--- src/sv/dmnt_ram.sv ---
// Generic single-port-write, single-port-read RAM with a registered read.
// Used for every storage array of the name table. No dependencies.
module dmnt_ram #(
  parameter int WIDTH = 8,
  parameter int DEPTH = 32,
  localparam int AW = (DEPTH > 1) ? $clog2(DEPTH) : 1
) (
  input  logic             clk,
  input  logic             wr_en,
  input  logic [AW-1:0]    wr_addr,
  input  logic [WIDTH-1:0] wr_data,
  input  logic             rd_en,
  input  logic [AW-1:0]    rd_addr,
  output logic [WIDTH-1:0] rd_data
);

  logic [WIDTH-1:0] mem [DEPTH];

  // Write port.
  always_ff @(posedge clk) begin
    if (wr_en) begin
      mem[wr_addr] <= wr_data;
    end
  end

  // Read port; registered, so data appears in the cycle after the address when rd_en is high.
  always_ff @(posedge clk) begin
    if (rd_en) begin
      rd_data <= mem[rd_addr];
    end
  end

endmodule

--- config.mk ---
export PLATFORM = sky130hd
export DESIGN_NAME = dmnt_ram
export DESIGN_NICKNAME = d
export VERILOG_FILES = /design/src/sv/dmnt_ram.sv
export SDC_FILE = /design/constraint.sdc
export NUM_CORES = 1
export LEC_CHECK = 0
export BUFFER_PORTS_ARGS = -buffer_cell sky130_fd_sc_hd__buf_2
export CAP_MARGIN = 10
export CORE_ASPECT_RATIO = 0.9
export CORE_UTILIZATION = 33
export CTS_CLUSTER_DIAMETER = 40
export DETAILED_ROUTE_END_ITERATION = 10
export PLACE_DENSITY_LB_ADDON = 0.1
export SLEW_MARGIN = 20
export SYNTH_ARGS = -nofsm -noshare
export SYNTH_HDL_FRONTEND = slang
export SYNTH_SLANG_ARGS = --single-unit
export TNS_END_PERCENT = 50
--- constraint.sdc ---
create_clock -name clk -period 2.28 [get_ports clk]
set_input_delay 0.456 -clock clk [delete_from_list [all_inputs] [get_ports clk]]
set_output_delay 0.456 -clock clk [all_outputs]
set_load 0.01 [all_outputs]
=== Yosys cells after proc, flatten, opt, wreduce, memory -nomap -nowiden ===
Memory sizes are Yosys's and may differ from the RTL's. A register that Yosys moved wholly into a read port is not among the register bits.
Cells that the tools add are included.

* Muxes and demuxes: 2

{| class="wikitable"
|+ Operators with widths
! operator !! number
|-
| $mux 1 || 2
|}

* Bits in writable memories: 256
* Output and inout bits: 8
* Memories kept: 1
* Input port bits: 21
* Register bits after elaboration: 0
* Word-level logic and storage cells: 3

{| class="wikitable"
|+ Memory list
! memory !! depth !! bits a word !! rd ports !! clocked after memory_dff !! write ports !! line !! RTL
|-
| mem || 32 || 8 || 1 || 1 || 1 || 17 || <nowiki>logic [WIDTH-1:0] mem [DEPTH];</nowiki>
|}

=== Logic depth before layout (Yosys ltp) ===
Gate-level depths: netlist of the first run.

* Depth in word-level cells: 2
* Depth in mapped cells: 5
* Depth with buffers taken out: 3

=== Worst setup path before layout of the first run ===
No wires, ideal clock.

* Path type: input port to flip-flop
* From: in rd_addr[2]
* To: reg rd_data[0], read port of mem (data pin)
* Path slack: -0.118 ns
* Arrival time: 2.138 ns
* Setup time: 0.260 ns
* Stages on the path: 5
* Buffers on the path: 2
* Required time: 2.020 ns
* Cell sequence: clkbuf_1 clkbuf_1 mux4_2 mux4_2 mux2_2

{| class="wikitable"
|+ RTL lines
! what !! line !! RTL
|-
| start, declared || 13 || <nowiki>input logic [AW-1:0] rd_addr,</nowiki>
|-
| end, declared || 14 || <nowiki>output logic [WIDTH-1:0] rd_data</nowiki>
|}

==> summary.md, run 1 <==
| Metric | Value |
|---|---|
| Outcome | `finished clean` |
| Post-Route Setup TNS | `0 ns` |
| Chip width | `187 um` |
| Placed cells | `869` |
| Initial antenna violation count | `2` |
| Hold crit path type | `input port to register` |
| Clk_lat worst skew | `0.51 ns` |
| Slew Limit Fails | `0` |
| Largest net degree at the start of global routing | `33` |
| Nets | `527` |
| 1st-pass router iterations | `5` |
| Fin Clk Skew | `0.0223 ns` |
| IO buf count | `28` |
| CTS tree | `built` |
| Post_cts resized | `0` |
| All-Layer GR Usage | `15.5%` |
| CP Capture Type | `register` |
| VDD IR max | `0.459 mV` |
| Clock Path Buffers | `3` |
| Commonest non-fill, non-tap cell in the layout | `edfxtp_1` |
| Synth Instances | `417` |
| Final cell count without fillers | `933` |
| MaxCap Viol Count | `0` |
| Post-synth top area share | `78.2%` |
| Slowest cell on the critical path | `mux4_2` |
| Critical path buffers and inverters | `2` |
| Setup Buffers After CTS | `0` |
| Area grow syn2layout | `20.8%` |
| Filler cells | `2669` |
| Fin crit share | `89.6%` |
| Num rows | `60` |
| Final min period | `2.04 ns` |
| Post-synthesis sequential area ratio | `78.2%` |
| GP Congestion | `0.707` |
| Critical Path Most Common Cell | `mux4_2` |
| Post-Synth Simple-Gate Area | `2.05%` |
| WP depth | `5` |
| Crit Path Max Fanout | `21` |
| I/O Pins | `29` |
| Unrepaired setup endpoints after global routing | `no` |
| Pwr Total | `0.0114 W` |
| Req. time, crit path | `2.54 ns` |
| Fmax | `490 MHz` |
| Gr ovfl total | `0` |
| Synthesis warning total | `0` |
| Initial DRC Count | `410` |
| WL final | `23.4 mm` |
| PD cells | `929 nW/um^2` |
| Leak | `3.92 nW` |
| CTS sink cnt | `264` |
| Via density | `5.02` |
| Slew headroom | `53.3%` |
| Syn Nets | `438` |
| Compound-Gate Fraction of Synth Area | `0%` |
| Worst-margin pin slew | `0.701 ns` |
| Syn avg cell area | `24.3 sq um` |
| Root Driver | `clkbuf_16` |
| R2R depth | `3` |
| Core area | `30000 sq um` |
| Commonest non-fill, non-tap cells in the layout | `264 x edfxtp_1, 80 x mux4_2, 39 x clkbuf_16, 35 x buf_4, 33 x nor2_1` |
| Post-Synth XOR/XNOR Area | `0%` |
| Hold Buf Count CTS | `0` |
| H-Tree Depth | `2` |
| Syn Std Cell Area | `10100 sq um` |
| Largest family of logic cells by synthesized area | `multiplexers` |
| CTS Buf Count | `38` |
| Hold Violations, Final | `0` |
| Startpoint type of the worst setup path | `input port` |
| Synth top area cells | `edfxtp_1 78%, mux4_2 18%, nor2_1 1.2%` |
| Yosys reg bits | `264` |
| Number of global-route vias before repair | `4804` |
| Via count | `4688` |
| Antenna Diode Count | `0` |
| Critical path's top delay family | `multiplexers` |
| Synth Area in Adders | `0%` |
| DR WL/cell | `25.1 um` |
| Initial Utilization | `33.7%` |
| Final setup vio count | `0` |
| Setup CP Type | `input port to register` |
| Hold path cells | `1` |
| Mux contribution to synthesized area | `18.7%` |
| Dpl hpwl | `14.9 mm` |
| Slowest cell delay on critical path | `0.59 ns` |
| First-pass GRT wire length | `34.4 mm` |
| Die Y | `168 um` |
| Die area | `31400 sq um` |
| CTS clk-pin slew, worst paths | `0.05 ns` |
| Critical Path AT | `2.31 ns` |
| Synth area leader | `edfxtp_1` |
| Share of cells above drive strength 1 | `40.8%` |
| DRC | `0` |
| Count of cell types in the netlist | `14` |
| Antenna-violating nets left | `0` |
| Critical path cell sequence | `buf_4 > buf_12 > mux4_2 > mux4_2 > mux2_2` |
[routing by layer]
layer	track usage, %	share of wire, %	wire [um]
met3	3.13	5.5	1280
met4	4.38	1.8	425
met1	23.8	49	11400
met5	0	0	0
met2	22.2	44	10200
[state kept, by name (all words and copies together), names as in the netlist]
register / flops
mem: 256
rd_data: 8
[synth_stat cells]
cell type / n
nor2_1: 33
mux2_2: 8
buf_2: 1
buf_1: 6
buf_6: 1
mux4_2: 80
nand2_1: 1
buf_4: 6
or3_1: 1
nand3_1: 2
clkbuf_1: 6
or3b_2: 3
edfxtp_1: 264
nand3b_1: 5
[worst reg2reg max path, stage by stage, from the launching register on]
cell and delay [ns]:
edfxtp_1 0.36, mux4_2 0.56, mux4_2 0.52, mux2_2 0.28
[layout make-up]
class                   instances  area (sq um)  share of cell area (%)
repair buffers                 69           538                    4.39
flip-flops and latches        264          7930                    64.8
clock inverters                20           179                    1.46
clock buffers                  44           995                    8.12
multi-input cells             133          2100                    17.1
well taps                     403           504                    4.12
[power by group]
group / switching [W] / total, W / internal, W / leakage (nW)
sequential: 0.0000213 / 0.00545 / 0.00542 / 2.38
combinational: 0.000308 / 0.000547 / 0.000238 / 0.954
clock: 0.00202 / 0.00538 / 0.00336 / 0.579
total: 0.00235 / 0.0114 / 0.00902 / 3.92
[logic make-up after synthesis]
logic type	Yosys count
AND/OR/NAND/NOR	45
buffers and inverters	20
flip-flops	264
multiplexers	88
[final timing paths]
kind                        startpoint  slack, ns              endpoint
setup / recovery            rd_addr[0]       0.24  rd_data[7]$_DFFE_PP_
hold / removal                   rd_en       0.35  rd_data[0]$_DFFE_PP_
setup reg to reg   mem[5][6]$_DFFE_PP_       0.30  rd_data[6]$_DFFE_PP_
hold reg to reg   mem[28][2]$_DFFE_PP_       0.97  rd_data[2]$_DFFE_PP_
[per-stage QoR]
stage	setup slack [ns]	area [sq um]	hold slack [ns]	util, %
final	0.238	12200	0.354	40.8
after global routing	0.189	12200	0.338	40.8
after CTS	0.230	12200	0.332	40.8
after detailed placement	-0.310	11100	0.872	36.9
after global placement	-0.315	11100	0.888	36.9
after floorplan	0.0143	10100	0.555	-
Note: power is estimated with default switching activity, not from simulation.
==> run 2: changes to the inputs <==
==> constraint.sdc (replaced) <==
create_clock -name clk -period 2.6 [get_ports clk]
set_input_delay 0.52 -clock clk [delete_from_list [all_inputs] [get_ports clk]]
set_output_delay 0.52 -clock clk [all_outputs]
set_load 0.01 [all_outputs]
==> summary.md, run 2 (synthesis results as in run 1) <==
| Metric | Value |
|---|---|
| Fin Clk Skew | `0.0115 ns` |
| Critical Path AT | `2.36 ns` |
| Top Registers | `mem x256, rd_data x8` |
| Via density | `4.92` |
| Final setup vio count | `0` |
| Combinational share of power | `4.6%` |
| MaxCap Viol Count | `0` |
| Seq pwr share | `44.3%` |
| Hold crit path type | `input port to register` |
| WL final | `23.6 mm` |
| Initial Utilization | `33.7%` |
| Clock network power share | `51.2%` |
| CTS clk-pin slew, worst paths | `0.05 ns` |
| Initial antenna violation count | `0` |
| Setup CP Type | `input port to register` |
| Final min period | `2.10 ns` |
| Top reg by flops | `mem` |
| Slew headroom | `51.9%` |
| CTS sink cnt | `264` |
| Fin crit share | `80.9%` |
| Final cell count without fillers | `942` |
| Slew Limit Fails | `0` |
| All-Layer GR Usage | `15.7%` |
| CTS tree | `built` |
| Clk_lat worst skew | `0.51 ns` |
| Placed cells | `873` |
| VDD IR max | `0.359 mV` |
| Share of cells above drive strength 1 | `41.7%` |
| Nets | `532` |
| Number of global-route vias before repair | `4752` |
| Setup Buffers After CTS | `0` |
| H-Tree Depth | `2` |
| Clock Path Buffers | `3` |
| Final Cell Area | `12500 sq um` |
| Placement Setup Slack | `-0.0463 ns` |
| Area grow syn2layout | `23.7%` |
| CTS Buf Count | `39` |
| GP Congestion | `0.732` |
| First-pass GRT wire length | `34.4 mm` |
| Hold Buf Count CTS | `0` |
| Hold Violations, Final | `0` |
| Antenna-violating nets left | `0` |
| I/O Pins | `29` |
| Worst setup margin | `0.496 ns` |
| P_int | `0.00864 W` |
| Post_cts resized | `0` |
| WHS | `0.399 ns` |
| Req. time, crit path | `2.86 ns` |
| Chip width | `187 um` |
| Commonest non-fill, non-tap cells in the layout | `264 x edfxtp_1, 80 x mux4_2, 41 x clkbuf_16, 36 x buf_4, 33 x nor2_1` |
| Filler cells | `2638` |
| Gr ovfl total | `0` |
| Placement Cell Area | `11100 sq um` |
| Reg2Reg Setup Slack | `0.63 ns` |
| Antenna Diode Count | `0` |
| 1st-pass router iterations | `4` |
| Dpl hpwl | `15.1 mm` |
| Root Driver | `clkbuf_16` |
| DRC | `0` |
| Die area | `31400 sq um` |
| DR WL/cell | `25.1 um` |
| IO buf count | `28` |
| Via count | `4633` |
| Startpoint type of the worst setup path | `input port` |
| Leak | `4.04 nW` |
| CP Capture Type | `register` |
| Num rows | `60` |
| Initial DRC Count | `500` |
| Crit Path Max Fanout | `12` |
| Die Y | `168 um` |
| Pwr Total | `0.0108 W` |
| Core area | `30000 sq um` |
| Fmax | `475 MHz` |
| Largest net degree at the start of global routing | `33` |
| Sw Ratio | `19.9%` |
| Outcome | `finished clean` |
| PD cells | `861 nW/um^2` |
| Commonest non-fill, non-tap cell in the layout | `edfxtp_1` |
| Unrepaired setup endpoints after global routing | `no` |
| Switching power | `0.00214 W` |
| Max FFs per register | `256` |
| Worst-margin pin slew | `0.722 ns` |
run 2: changes by cell type in the layout (fill, tap and decap cells not counted), sizes merged:
cell	before	now
buf	69	73
clkbuf	44	42
clkinv	11	12
bufinv	2	8
clkinvlp	1	3
inv	6	4
run 2: layout make-up:
cell class	count	area (sq um)	share of cell area, %
Clock inverter	27	364	2.91
Clock buffer	42	1030	8.22
Tap cell	403	504	4.02
Sequential cell	264	7930	63.3
Timing Repair Buffer	73	606	4.83
Multi-Input combinational cell	133	2100	16.8
run 2: routing by layer:
layer	GRT usage [%]	vias to the layer above	routed length, um
li1	-	1989	-
met1	23.8	2473	10800
met2	22.4	132	10300
met3	3.52	39	2000
met4	4.56	0	462
met5	0	-	0
run 2: critical path: stages:
cell	delay, ns
buf_4	0.15
buf_12	0.15
buf_12	0.17
mux4_2	0.53
mux4_2	0.53
mux2_2	0.28
run 2: final timing paths:
kind	startpoint	end	cells after the start
min	rd_en	rd_data[6]$_DFFE_PP_	1
min reg2reg	mem[23][2]$_DFFE_PP_	rd_data[2]$_DFFE_PP_	3
max	rd_addr[0]	rd_data[7]$_DFFE_PP_	6
max reg2reg	mem[13][5]$_DFFE_PP_	rd_data[5]$_DFFE_PP_	3
run 2: per-stage QoR:
stage	TNS (ns)	utilization (%)
detailed placement	-0.134	37.1
finish	0	41.7
global placement	-0.0839	37.1
floorplan	0	-
global route	0	41.7
CTS	0	41.7
run 2: power by group through the flow:
| stage | sequential, W | clock [W] | combinational, W |
|---|---|---|---|
| CTS | 0.00478 | 0.00564 | 0.000507 |
| detailed placement | 0.00486 | 0 | 0.000506 |
| floorplan | 0.00486 | 0 | 0.000252 |
| global placement | 0.00486 | 0 | 0.000499 |
| global route | 0.00478 | 0.00582 | 0.000530 |
| finish | 0.00478 | 0.00552 | 0.000492 |
