--- src/sv/dmnt_pkg.sv ---
// Shared types and constants for the direct-mapped name table.
// Holds the word formats of both channels, operation and status codes, and the FSM state type.
// No dependencies.
package dmnt_pkg;

  localparam int KEY_CHAR_W = 7;
  localparam int CHAR_MAX   = 127;
  localparam int AGE_W      = 16;
  localparam int OP_W       = 2;
  localparam int STATUS_W   = 2;
  localparam int SLOT_OUT_W = 7;

  // Operation codes, sampled with the final character of a name.
  localparam logic [OP_W-1:0] OP_INSERT = 2'd0;
  localparam logic [OP_W-1:0] OP_DELETE = 2'd1;
  localparam logic [OP_W-1:0] OP_LOOKUP = 2'd2;

  // Result status codes.
  localparam logic [STATUS_W-1:0] STAT_OK        = 2'd0;
  localparam logic [STATUS_W-1:0] STAT_OCCUPIED  = 2'd1;
  localparam logic [STATUS_W-1:0] STAT_NOT_FOUND = 2'd2;

  // One input word: a single character of a name plus the operation fields.
  typedef struct packed {
    logic [OP_W-1:0]       operation;
    logic [KEY_CHAR_W-1:0] key_char;
    logic                  key_last;
    logic [AGE_W-1:0]      entry_age;
  } in_word_t;

  // One result word, given once per completed name.
  typedef struct packed {
    logic [STATUS_W-1:0]   status;
    logic [AGE_W-1:0]      found_age;
    logic [SLOT_OUT_W-1:0] slot_index;
  } out_word_t;

  // Sequencer states of the top level.
  typedef enum logic [2:0] {
    S_CLEAR,
    S_IDLE,
    S_HASH,
    S_REC_RD,
    S_REC_CHK,
    S_COPY,
    S_CMP,
    S_DONE
  } state_t;

endpackage

--- src/sv/dmnt_hash.sv ---
// Slot hash step of the name table: next = ((h + c) * c) mod TABLE_SLOTS.
// Three-stage pipeline using a reciprocal multiply with one correction. Depends on dmnt_pkg.
module dmnt_hash #(
  parameter int TABLE_SLOTS = 100,
  localparam int SLOT_W = $clog2(TABLE_SLOTS)
) (
  input  logic                            clk,
  input  logic                            rst_n,
  input  logic                            start,
  input  logic [SLOT_W-1:0]               hash_in,
  input  logic [dmnt_pkg::KEY_CHAR_W-1:0] char_in,
  output logic                            done,
  output logic [SLOT_W-1:0]               hash_out
);

  import dmnt_pkg::*;

  localparam int SUM_MAX = TABLE_SLOTS - 1 + CHAR_MAX;
  localparam int SUM_W   = $clog2(SUM_MAX + 1);
  localparam int P_W     = $clog2(SUM_MAX * CHAR_MAX + 1);
  localparam int RECIP   = (1 << P_W) / TABLE_SLOTS;

  logic [SUM_W-1:0]   sum;
  logic [P_W-1:0]     prod_nxt;
  logic [P_W-1:0]     prod_r;
  logic [P_W-1:0]     prod2_r;
  logic [2*P_W-1:0]   full;
  logic [P_W-1:0]     quo_r;
  logic [P_W-1:0]     rem;
  logic               v1_r;
  logic               v2_r;

  // Stage one: add the character and multiply by it.
  assign sum      = SUM_W'(hash_in) + SUM_W'(char_in);
  assign prod_nxt = P_W'(sum) * P_W'(char_in);

  // Stage two: quotient estimate by the scaled reciprocal of the slot count.
  // The estimate is low by at most one, since the product stays below 2**P_W.
  assign full = (2*P_W)'(prod_r) * (2*P_W)'(RECIP);

  // Stage three: remainder with a single corrective subtract.
  assign rem      = prod2_r - quo_r * P_W'(TABLE_SLOTS);
  assign hash_out = (rem >= P_W'(TABLE_SLOTS)) ? SLOT_W'(rem - P_W'(TABLE_SLOTS))
                                               : SLOT_W'(rem);
  assign done     = v2_r;

  // Datapath registers.
  always_ff @(posedge clk) begin
    if (start) begin
      prod_r <= prod_nxt;
    end
    prod2_r <= prod_r;
    quo_r   <= full[2*P_W-1:P_W];
  end

  // Stage valid flags.
  always_ff @(posedge clk) begin
    if (!rst_n) begin
      v1_r <= 1'b0;
      v2_r <= 1'b0;
    end else begin
      v1_r <= start;
      v2_r <= v1_r;
    end
  end

endmodule

--- config.mk ---
export PLATFORM = sky130hd
export DESIGN_NAME = dmnt_hash
export DESIGN_NICKNAME = d
export VERILOG_FILES = /design/src/sv/dmnt_pkg.sv /design/src/sv/dmnt_hash.sv
export SDC_FILE = /design/constraint.sdc
export NUM_CORES = 1
export LEC_CHECK = 0
export ABC_AREA = 1
export BUFFER_PORTS_ARGS = -buffer_cell sky130_fd_sc_hd__buf_2
export CAP_MARGIN = 20
export CORE_ASPECT_RATIO = 1.2
export CORE_UTILIZATION = 40
export CTS_CLUSTER_DIAMETER = 50
export DETAILED_ROUTE_END_ITERATION = 6
export PLACE_DENSITY = 0.58
export RECOVER_POWER = 100
export SYNTH_ARGS = -nofsm -noshare
export SYNTH_HDL_FRONTEND = slang
export SYNTH_SLANG_ARGS = --single-unit
--- constraint.sdc ---
create_clock -name clk -period 5.1 [get_ports clk]
set_clock_uncertainty 0.1 [all_clocks]
set_input_delay 0.51 -clock clk [delete_from_list [all_inputs] [get_ports clk]]
set_output_delay 0.51 -clock clk [all_outputs]
set_load 0.05 [all_outputs]
== Word-level counts from Yosys, hierarchy flattened ==
Cells that the tools add are included.
Storage, ports and cells
  register bits after elaboration: 41
  input bits: 17
  output and inout port bits: 8
  logic and storage cells: 13
Cells by class
  add/sub/neg operators: 3
  multiply operators: 3
  magnitude comparators: 1
  muxes and demuxes: 1
Operators by type and width (number)
  $mul 15x9->24 const B: 1
  $ge 15x7->1 const B: 1
  $mul 8x7->15: 1
  $sub 15x15->15: 1
  $mul 9x5->13 const B: 1
  $add 7x7->8: 1
  $mux 7: 1
  $sub 7x7->7 const B: 1

== Longest topological paths before layout ==
Gate-level depths: netlist of run 1.
  depth in word-level cells: 4
  depth in mapped cells: 26

== Worst setup path before layout of run 1 ==
No wires, ideal clock.
  path type: input port to flip-flop
  from: input port hash_in[0]
  to: register prod_r[13], data pin
  library setup time: 0.265 ns
  data arrival time: 5.087 ns
  data required time: 4.735 ns
  setup slack: -0.352 ns
  cell stages on the path: 26
  buffers on the path: 0
  cells stage by stage: ha_1 > inv_1 > fa_1 > nor2_1 > o21ai_0 > nand2_1 > nand2_1 > nand2_1 > a21oi_1 > xor2_1 > nor2_1 > fa_1 > fa_1 > fa_1 > inv_1 > fa_1 > inv_1 > ha_1 > nand2_1 > nor3_1 > nand2_1 > o211ai_1 > nand3_1 > nand3b_1 > o211ai_1 > xor2_1
On the way
  word-level cells in the longest chain between the ends: 2
Ends and longest elaborated chain
  start, declared: line dmnt_hash.sv:10  | input logic [SLOT_W-1:0] hash_in,
  $add 7x7->8: line dmnt_hash.sv:34  | assign sum = SUM_W'(hash_in) + SUM_W'(char_in);
  $mul 8x7->15: line dmnt_hash.sv:35  | assign prod_nxt = P_W'(sum) * P_W'(char_in);
  via prod_nxt[13]: line dmnt_hash.sv:24  | logic [P_W-1:0] prod_nxt;
  end signal, assigned: line dmnt_hash.sv:50  | prod_r <= prod_nxt;
  end, declared: line dmnt_hash.sv:25  | logic [P_W-1:0] prod_r;
The timed path passes the listed nets, and every way through them passes these cells.
A chain may end at the register's enable or synchronous reset.

== Final worst setup path of run 1 ==
  from: input port char_in[0] in the netlist's numbering
  to: register prod_r[13], data pin
On the way
  word-level cells in the longest chain between the ends: 2
Ends and longest elaborated chain
  start, declared: line dmnt_hash.sv:11  | input logic [dmnt_pkg::KEY_CHAR_W-1:0] char_in,
  $add 7x7->8: line dmnt_hash.sv:34
  $mul 8x7->15 *: line dmnt_hash.sv:35
  via prod_nxt[13]: line dmnt_hash.sv:24
Mark *: on every way through the listed nets, which the timed path passes. The rest lies on a longest branch.

==> impl_results.md, run 1 <==
* Status: completed
* First-pass GRT wire length at 25.0 mm
* Root Driver: clkbuf_16
* Pre-antenna DRT Iters at 4
* Die area at 18500 sq um
* Net Count, Synth at 1130
* Layout cells sized above 1 at 18.5%
* Cell count after synthesis at 885
* CP Launch Type: primary input
* Peak Freq at 0.198 GHz
* Core area at 17500 sq um
* Yosys synthesis warning count at 0
* RSZ-0062 raised after global routing: true
* Post-route design area at 8490 sq um
* Post-Layout Cell Count at 1188
* Synth Area per Inst at 8.10 sq um
* #FFs+latches synth at 41
* Max-Cap Viols at 0
* Distinct cells, synth at 34
* Final setup viols at 0
* Slew Viols, Final at 0
* Worst rel slew slack at 38.8%
* Initial drt markers at 142
* CP Capture Type: register
* Vias in the first global route at 5707
* Gpl congestion at 0.865
* WL/cell at 12.6 um
* Die height at 149 um
* CTS tree: done
* Total number of vias at 5756
* Clock-pin slew on the worst setup and hold paths at 0.06 ns
* Critical path type: in -> reg
* Cell count after placement at 1169
* GRT Util Overall at 17.1%
* Starting Density at 40.9%
* Initial antenna violation count at 0
* # IOs at 25
* Worst slew pin tran at 0.918 ns
* Post-CTS Hold Buffers at 0
* TritonCTS Buffers at 5
* Placed instance area at 7920 sq um
* Final ANT Viol Nets at 0
* Die width at 124 um
* Worst EP arrival at 4.98 ns
* GR Overflow Total at 0
* Remaining routing DRC violations at 0
* Minimum clock period after layout at 5.05 ns
* Routed vias/inst at 4.85
* Layout Nets at 1212
* Buffers added on ports at 24
* Clock Path Buffers at 2
* Final hold vios at 0
* Fill cells at 1720
* Area of the mapped netlist at 7160 sq um
* Seq/Total Area, Yosys at 13.6%
* Final HPWL DP at 12.9 mm
* Worst EP required at 5.03 ns
* Synthesis-to-finish area growth at 18.5%
* # H-tree levels at 2
* Row count at 53
* Final WL at 15.0 mm
* Largest net degree at the start of global routing at 17
* Final period util at 99.0%
* Clk_lat worst skew at 0.29 ns
* Hold Path Class: reg -> reg
* Clock tree sinks at 41
* Diode count at 0
* Worst-path fanout max at 2
## worst max-delay path, cell delays in order
cell	delay, ns
buf_8	0.08
ha_4	0.13
inv_2	0.03
fa_2	0.34
nor2_2	0.13
o21ai_2	0.06
nand2_1	0.06
nand2_1	0.06
nand2_1	0.08
a21oi_2	0.07
xor2_2	0.15
nor2_1	0.15
fa_1	0.46
fa_1	0.50
fa_1	0.53
inv_2	0.04
fa_1	0.51
inv_2	0.05
ha_4	0.27
nand2_4	0.05
nor3_2	0.09
nand2_1	0.07
o211ai_1	0.11
nand3_1	0.12
nand3b_1	0.17
o211ai_1	0.10
xor2_1	0.09
## cells in the final DEF (no fill, tap or decap), types with 4 or more instances in the layout
| cell | Yosys | final |
|---|---|---|
| nand2_4 | 1 | 4 |
| nor2_1 | 72 | 64 |
| o21ai_0 | 15 | 11 |
| xor2_1 | 26 | 25 |
| nand2_2 | 9 | 17 |
| a21oi_1 | 43 | 32 |
| ha_4 | 0 | 12 |
| xnor2_1 | 9 | 8 |
| nand2_1 | 173 | 162 |
| inv_1 | 168 | 158 |
| clkbuf_1 | 0 | 8 |
| nand3_2 | 6 | 8 |
| nand4_1 | 9 | 9 |
| ha_1 | 160 | 146 |
| buf_6 | 0 | 5 |
| nor2_2 | 4 | 10 |
| nor3_1 | 5 | 4 |
| edfxtp_1 | 15 | 15 |
| inv_2 | 6 | 16 |
| buf_2 | 0 | 12 |
| dfxtp_1 | 26 | 21 |
| o21bai_1 | 4 | 4 |
| clkbuf_16 | 0 | 6 |
| nand3_1 | 39 | 37 |
| fa_1 | 68 | 67 |
| a31oi_1 | 5 | 4 |
| buf_4 | 2 | 50 |
| a21oi_2 | 1 | 11 |
## stage by stage
stage	TNS [ns]	setup slack [ns]	utilization, %	hold slack, ns
final	0	0.0527	48.5	0.316
after global routing	-0.624	-0.184	48.5	0.343
after CTS	0	0.0000404	46.7	0.306
after detailed placement	-1.75	-0.391	45.3	0.301
after global placement	-1.28	-0.325	45.3	0.294
after floorplan	-0.136	-0.136	-	0.290
## logic make-up after synthesis
logic type	share of synthesized area [%]
AND/OR/NAND/NOR	20.0
adder cells (fa/ha/maj)	46.9
buffers and inverters	9.33
AO/OA/AOI/OAI	5.90
flip-flops	13.6
XOR/XNOR	4.28
## cell usage after synthesis, drive strengths merged
cell type / n / area share, %
a21o: 2 / 0.21
o211ai: 3 / 0.31
nand3b: 3 / 0.37
o21ai: 15 / 1.0
a21oi: 44 / 3.1
xor2: 26 / 3.2
a31oi: 5 / 0.44
edfxtp: 15 / 6.3
dfxtp: 26 / 7.3
nor3: 5 / 0.35
o21bai: 4 / 0.42
nor3b: 1 / 0.10
inv: 174 / 9.1
a221oi: 1 / 0.12
nand4: 10 / 0.96
nor2: 76 / 4.1
o2111ai: 1 / 0.12
nor4: 2 / 0.17
or2: 4 / 0.35
o21a: 1 / 0.10
buf: 2 / 0.21
nand2: 183 / 10
nand3: 45 / 3.6
xnor2: 9 / 1.1
fa: 68 / 19
ha: 160 / 28
## worst paths after layout
check / start / to / slack, ns / depth (start not counted)
setup / recovery: char_in[0] / prod_r[13] / 0.05 / 27
hold / removal: v1_r / done / 0.32 / 2
setup reg to reg: prod_r[13] / quo_r[8] / 1.15 / 10
hold reg to reg: v1_r / done / 0.32 / 2
## routing by layer
metal  global-route usage, %  wire length, um  up-vias
met2                    33.4             8230       46
met4                    3.99              175        0
met1                    19.1             6270     2705
li1                        -                -     2994
met3                    1.88              291       11
met5                       0                0        -
## final cells by class
| class | instances | area, sq um | share of cell area (%) |
|---|---|---|---|
| multi-input combinational | 668 | 5870 | 69.1 |
| timing repair buffer | 77 | 556 | 6.54 |
| tap | 220 | 275 | 3.24 |
| clock buffer | 7 | 154 | 1.81 |
| clock inverter | 1 | 5.00 | 0.0589 |
| sequential | 41 | 982 | 11.6 |
| inverter | 174 | 653 | 7.69 |
## state kept, by name, indices dropped and copies added, names as in the netlist
name     flops
prod2_r     15
v1_r         1
quo_r        9
done         1
prod_r      15
## repair_timing
item,CTS,global route
setup buffers,3,8
pin swaps,14,57
hold endpoints to repair,0,0
resized for setup,16,66
endpoints found under the setup margin,7,11
Power of run 1 is not shown: default switching activity piles up to over one toggle a cycle in this logic, so the estimate is an artifact.
==> run 2: changes to the inputs <==
--- a/config.mk
+++ b/config.mk
@@ -9,6 +9,7 @@
 export BUFFER_PORTS_ARGS = -buffer_cell sky130_fd_sc_hd__buf_2
 export CAP_MARGIN = 20
 export CORE_ASPECT_RATIO = 1.2
+export CORE_MARGIN = 2
 export CORE_UTILIZATION = 40
 export CTS_CLUSTER_DIAMETER = 50
 export DETAILED_ROUTE_END_ITERATION = 6
==> constraint.sdc (replaced) <==
create_clock -name clk -period 5.1 [get_ports clk]
set_clock_uncertainty 0.1 [all_clocks]
set_input_delay 1.02 -clock clk [delete_from_list [all_inputs] [get_ports clk]]
set_output_delay 1.02 -clock clk [all_outputs]
set_load 0.05 [all_outputs]
==> run 2 against run 1 <==
  * The run now ends with setup timing left
  * Clock-buffer cell count is 1 lower
  * Wire length is 1.8% higher
  * Register-to-register slack hardly changed
  * Largest cell class unchanged
==> impl_results.md, run 2 (synthesis results as in run 1) <==
* Critical path's top delay family: adder cells
* Worst rel slew slack at 42.3%
* Largest regs: prod2_r: 15 flops, prod_r: 15 flops, quo_r: 9 flops
* Die width at 126 um
* Post-route design area at 8830 sq um
* Final period util at 110%
* Clock Path Buffers at 2
* Pre-antenna DRT Iters at 4
* Critical path type: in -> reg
* Layout Nets at 1251
* Routed vias/inst at 4.79
* Die height at 151 um
* Crit path max-delay cell type: fa_1
* Slew Viols, Final at 0
* Final hold vios at 0
* Worst EP required at 5.03 ns
* WL/cell at 12.4 um
* Setup TNS at -3.74 ns
* Starting Density at 40.9%
* Max-Cap Viols at 0
* Die area at 19000 sq um
* Fill cells at 1736
* Clock tree sinks at 41
* Layout cells sized above 1 at 22.0%
* Largest net degree at the start of global routing at 17
* Cell count after placement at 1207
* Final ANT Viol Nets at 0
* R2R depth at 11
* Pre-CTS setup slack at -0.922 ns
* GRT Util Overall at 17.1%
* Final setup viols at 12
* GR Overflow Total at 0
* Clock-pin slew on the worst setup and hold paths at 0.06 ns
* # H-tree levels at 2
* CP Launch Type: primary input
* Crit path depth at 27
* Most common cell after layout, fill and taps aside: nand2_1
* Most frequent cells in the layout: nand2_1 (158), inv_1 (156), ha_1 (144)
* Diode count at 0
* Peak Freq at 0.179 GHz
* Worst slew pin tran at 0.865 ns
* CP Capture Type: register
* Root Driver: clkbuf_16
* Worst-path fanout max at 3
* Core area at 17500 sq um
* Buffers added on ports at 24
* Remaining routing DRC violations at 0
* Hold Path Class: reg -> reg
* Hold Crit Depth at 2
* Gpl congestion at 0.862
* Initial drt markers at 150
* CTS tree: done
* Vias in the first global route at 6105
* Post-Layout Cell Count at 1227
* Placed instance area at 8270 sq um
* Status: complete, but fails checks
* Worst Path Buf+Inv at 7
* Worst EP arrival at 5.53 ns
* Row count at 53
* Slowest stage delay, CP at 0.54 ns
* Failing checks: setup timing
* Minimum clock period after layout at 5.60 ns
* TritonCTS Buffers at 5
* Initial antenna violation count at 0
* RSZ-0062 raised after global routing: true
* First-pass GRT wire length at 26.9 mm
* Final WL at 15.2 mm
* Clk_lat worst skew at 0.28 ns
* Final HPWL DP at 13.2 mm
* Total number of vias at 5882
* # IOs at 25
* Final worst slack at -0.498 ns
* Synthesis-to-finish area growth at 23.2%
==> run 2: changes by cell type in the layout (fill, tap and decap cells not counted), sizes merged <==
cell / before / now
clkbuf: 15 / 14
clkinv: 1 / 2
buf: 69 / 108
==> run 2: path summary, 6_finish.rpt <==
check	end	slack [ns]	start
worst max-delay path	prod_r[13]	-0.50	char_in[0]
worst min-delay path	done	0.31	v1_r
worst max register to register	quo_r[4]	1.14	prod_r[13]
worst min register to register	done	0.31	v1_r
==> run 2: through the flow <==
step                utilization [%]  hold slack (ns)
CTS                            50.0            0.315
floorplan                         -            0.290
finish                         50.4            0.311
global placement               47.2            0.294
global route                   50.4            0.328
detailed placement             47.2            0.301
==> run 2: repair_timing <==
item	CTS	global route
gates resized for setup	61	24
setup buffers	11	3
pin swaps	58	26
cloned	0	0
setup endpoints to repair	14	14
hold buffers	0	0
==> run 2: worst reg2reg max path: stages (launching register included) <==
cell	delay, ns
edfxtp_1	0.70
fa_1	0.53
ha_1	0.32
fa_1	0.47
fa_1	0.50
ha_1	0.34
a21oi_1	0.24
o21ai_0	0.16
a21oi_1	0.14
nand2_1	0.09
a31oi_1	0.17
xnor2_1	0.13
==> run 2: final cells by class <==
| cell class | instances | area, sq um | area share (%) |
|---|---|---|---|
| Tap cell | 220 | 275 | 3.12 |
| Multi-Input combinational cell | 668 | 5910 | 67.0 |
| Clock buffer | 6 | 129 | 1.46 |
| Clock inverter | 2 | 10.0 | 0.113 |
| Sequential cell | 41 | 981 | 11.1 |
| Timing Repair Buffer | 116 | 865 | 9.79 |
| Inverter | 174 | 656 | 7.43 |
==> run 2: routing by layer <==
metal / share of wire [%] / wire length (um) / up-vias / track usage, %
met3: 1.5 / 221 / 11 / 1.46
met5: 0 / 0 / - / 0
met2: 55 / 8430 / 42 / 34.5
li1: - / - / 3079 / -
met1: 42 / 6430 / 2750 / 19.6
met4: 0.99 / 151 / 0 / 3.24
Power of run 2 is left out for the same reason.
==> run 3: changes to the inputs <==
--- a/config.mk
+++ b/config.mk
@@ -6,7 +6,7 @@
 export NUM_CORES = 1
 export LEC_CHECK = 0
 export ABC_AREA = 1
-export BUFFER_PORTS_ARGS = -buffer_cell sky130_fd_sc_hd__buf_2
+export BUFFER_PORTS_ARGS = -buffer_cell sky130_fd_sc_hd__buf_4
 export CAP_MARGIN = 20
 export CORE_ASPECT_RATIO = 1.2
 export CORE_MARGIN = 2
==> run 3 against run 2 <==
  * The flow still finishes with violations (setup timing)
  * Sequential share of layout area decreased by 0.086 points
  * Setup slack got worse by 0.027 ns
  * Final area grew 0.78%
  * Sequential cell count stayed put
  * Core utilization grew 0.39 points
  * Via count up 0.92%
  * Cell count down 0.24%
  * Wire length rose by 1.7%
  * Critical path depth stayed put
  * Fmax decreased by 0.47%
  * Highest routed layer unchanged
  * Non-clock buffer count fell by 3
  * Register-to-register slack is essentially flat
==> impl_results.md, run 3 (synthesis results as in run 1) <==
* Synthesis-to-finish area growth at 24.2%
* Most frequent cells in the layout: nand2_1 (159), inv_1 (158), ha_1 (145)
* Core area at 17500 sq um
* GRT Util Overall at 17.1%
* Final period util at 110%
* Final WL at 15.5 mm
* CTS tree: done
* Root Driver: clkbuf_16
* Gpl congestion at 0.873
* Placed instance area at 8310 sq um
* Hold Path Class: reg -> reg
* Largest regs: prod2_r: 15 flops, prod_r: 15 flops, quo_r: 9 flops
* Die area at 19000 sq um
* # H-tree levels at 2
* Minimum clock period after layout at 5.62 ns
* Worst EP arrival at 5.57 ns
* Fill cells at 1718
* Peak Freq at 0.178 GHz
* Slew Viols, Final at 0
* Status: complete, but fails checks
* Largest net degree at the start of global routing at 17
* Worst path most repeated cell: fa_1
* Worst EP required at 5.04 ns
* Most common cell after layout, fill and taps aside: nand2_1
* Post-route design area at 8900 sq um
* Starting Density at 40.9%
* Post-CTS Hold Buffers at 0
* Final ANT Viol Nets at 0
* Total number of vias at 5936
* Clk_lat worst skew at 0.29 ns
* Layout Nets at 1248
* # IOs at 25
* FF-to-FF setup slack at 1.13 ns
* Final hold vios at 0
* Diode count at 0
* Worst rel slew slack at 41.6%
* GR Overflow Total at 0
* Remaining routing DRC violations at 0
* Die height at 151 um
* Clock tree sinks at 41
* Buffers added on ports at 24
* Failing checks: setup timing
* Slowest stage delay, CP at 0.50 ns
* Max-Cap Viols at 0
* WL/cell at 12.7 um
* First-pass GRT wire length at 26.7 mm
* TritonCTS Buffers at 5
* Worst slew pin tran at 0.876 ns
* CP Capture Type: register
* Hold Crit Depth at 2
* Clock-pin slew on the worst setup and hold paths at 0.06 ns
* Multi-input gate area at 5930 sq um
* Crit path max-delay cell type: fa_1
* Initial drt markers at 154
* RSZ-0062 raised after global routing: true
* Worst Path Buf+Inv at 4
* Critical path's top delay family: adder cells
* Final worst slack at -0.525 ns
* CP Launch Type: primary input
* Final HPWL DP at 13.2 mm
* Worst-path fanout max at 2
* Routed vias/inst at 4.85
* Crit path depth at 27
* Clock Path Buffers at 2
* Pre-antenna DRT Iters at 6
* FF+latch area at 981 sq um
* Die width at 126 um
* Row count at 53
* R2R depth at 13
* Pre-CTS setup slack at -0.935 ns
* Hold slack at 0.319 ns
* Layout cells sized above 1 at 22.4%
* Post-layout util at 50.8%
* Final setup viols at 14
* Initial antenna violation count at 0
* Critical path type: in -> reg
* Vias in the first global route at 6152
[run 3: metal layers]
layer / GRT usage (%) / vias up / part of all wire [%] / wire length [um]
met1: 19.0 / 2805 / 41 / 6310
met2: 34.2 / 50 / 56 / 8660
li1: - / 3065 / - / -
met4: 4.95 / 0 / 1.8 / 283
met5: 0 / - / 0 / 0
met3: 1.67 / 16 / 1.5 / 240
[run 3: what timing repair did]
item                       CTS  global route
pin swaps                   61            44
gates resized for setup     59            28
setup endpoints to repair   14            14
setup buffers                8             4
[run 3: worst paths after layout]
path	to	from
setup / recovery	prod_r[13]	char_in[0]
hold / removal	done	v1_r
setup reg to reg	quo_r[8]	prod_r[10]
hold reg to reg	done	v1_r
[run 3: through the flow]
| stage | TNS, ns | std cells |
|---|---|---|
| after floorplan | -2.66 | 885 |
| after global placement | -6.92 | 1205 |
| after detailed placement | -7.44 | 1205 |
| after CTS | -4.23 | 1221 |
| after global routing | -8.33 | 1224 |
| final | -5.01 | 1224 |
[run 3: worst min-delay path, cell delays in order, from the launching register on]
cell     delay (ns)
dfxtp_1        0.30
nand2_1        0.05
inv_1          0.03
[run 3: final cells by class]
cell class | instances | share of cell area (%)
clock buffer | 6 | 1.69
clock inverter | 2 | 0.155
inverter | 174 | 7.37
multi-input combinational | 668 | 66.6
sequential | 41 | 11.0
tap | 220 | 3.09
timing repair buffer | 113 | 10.0
Power of run 3 is left out for the same reason.
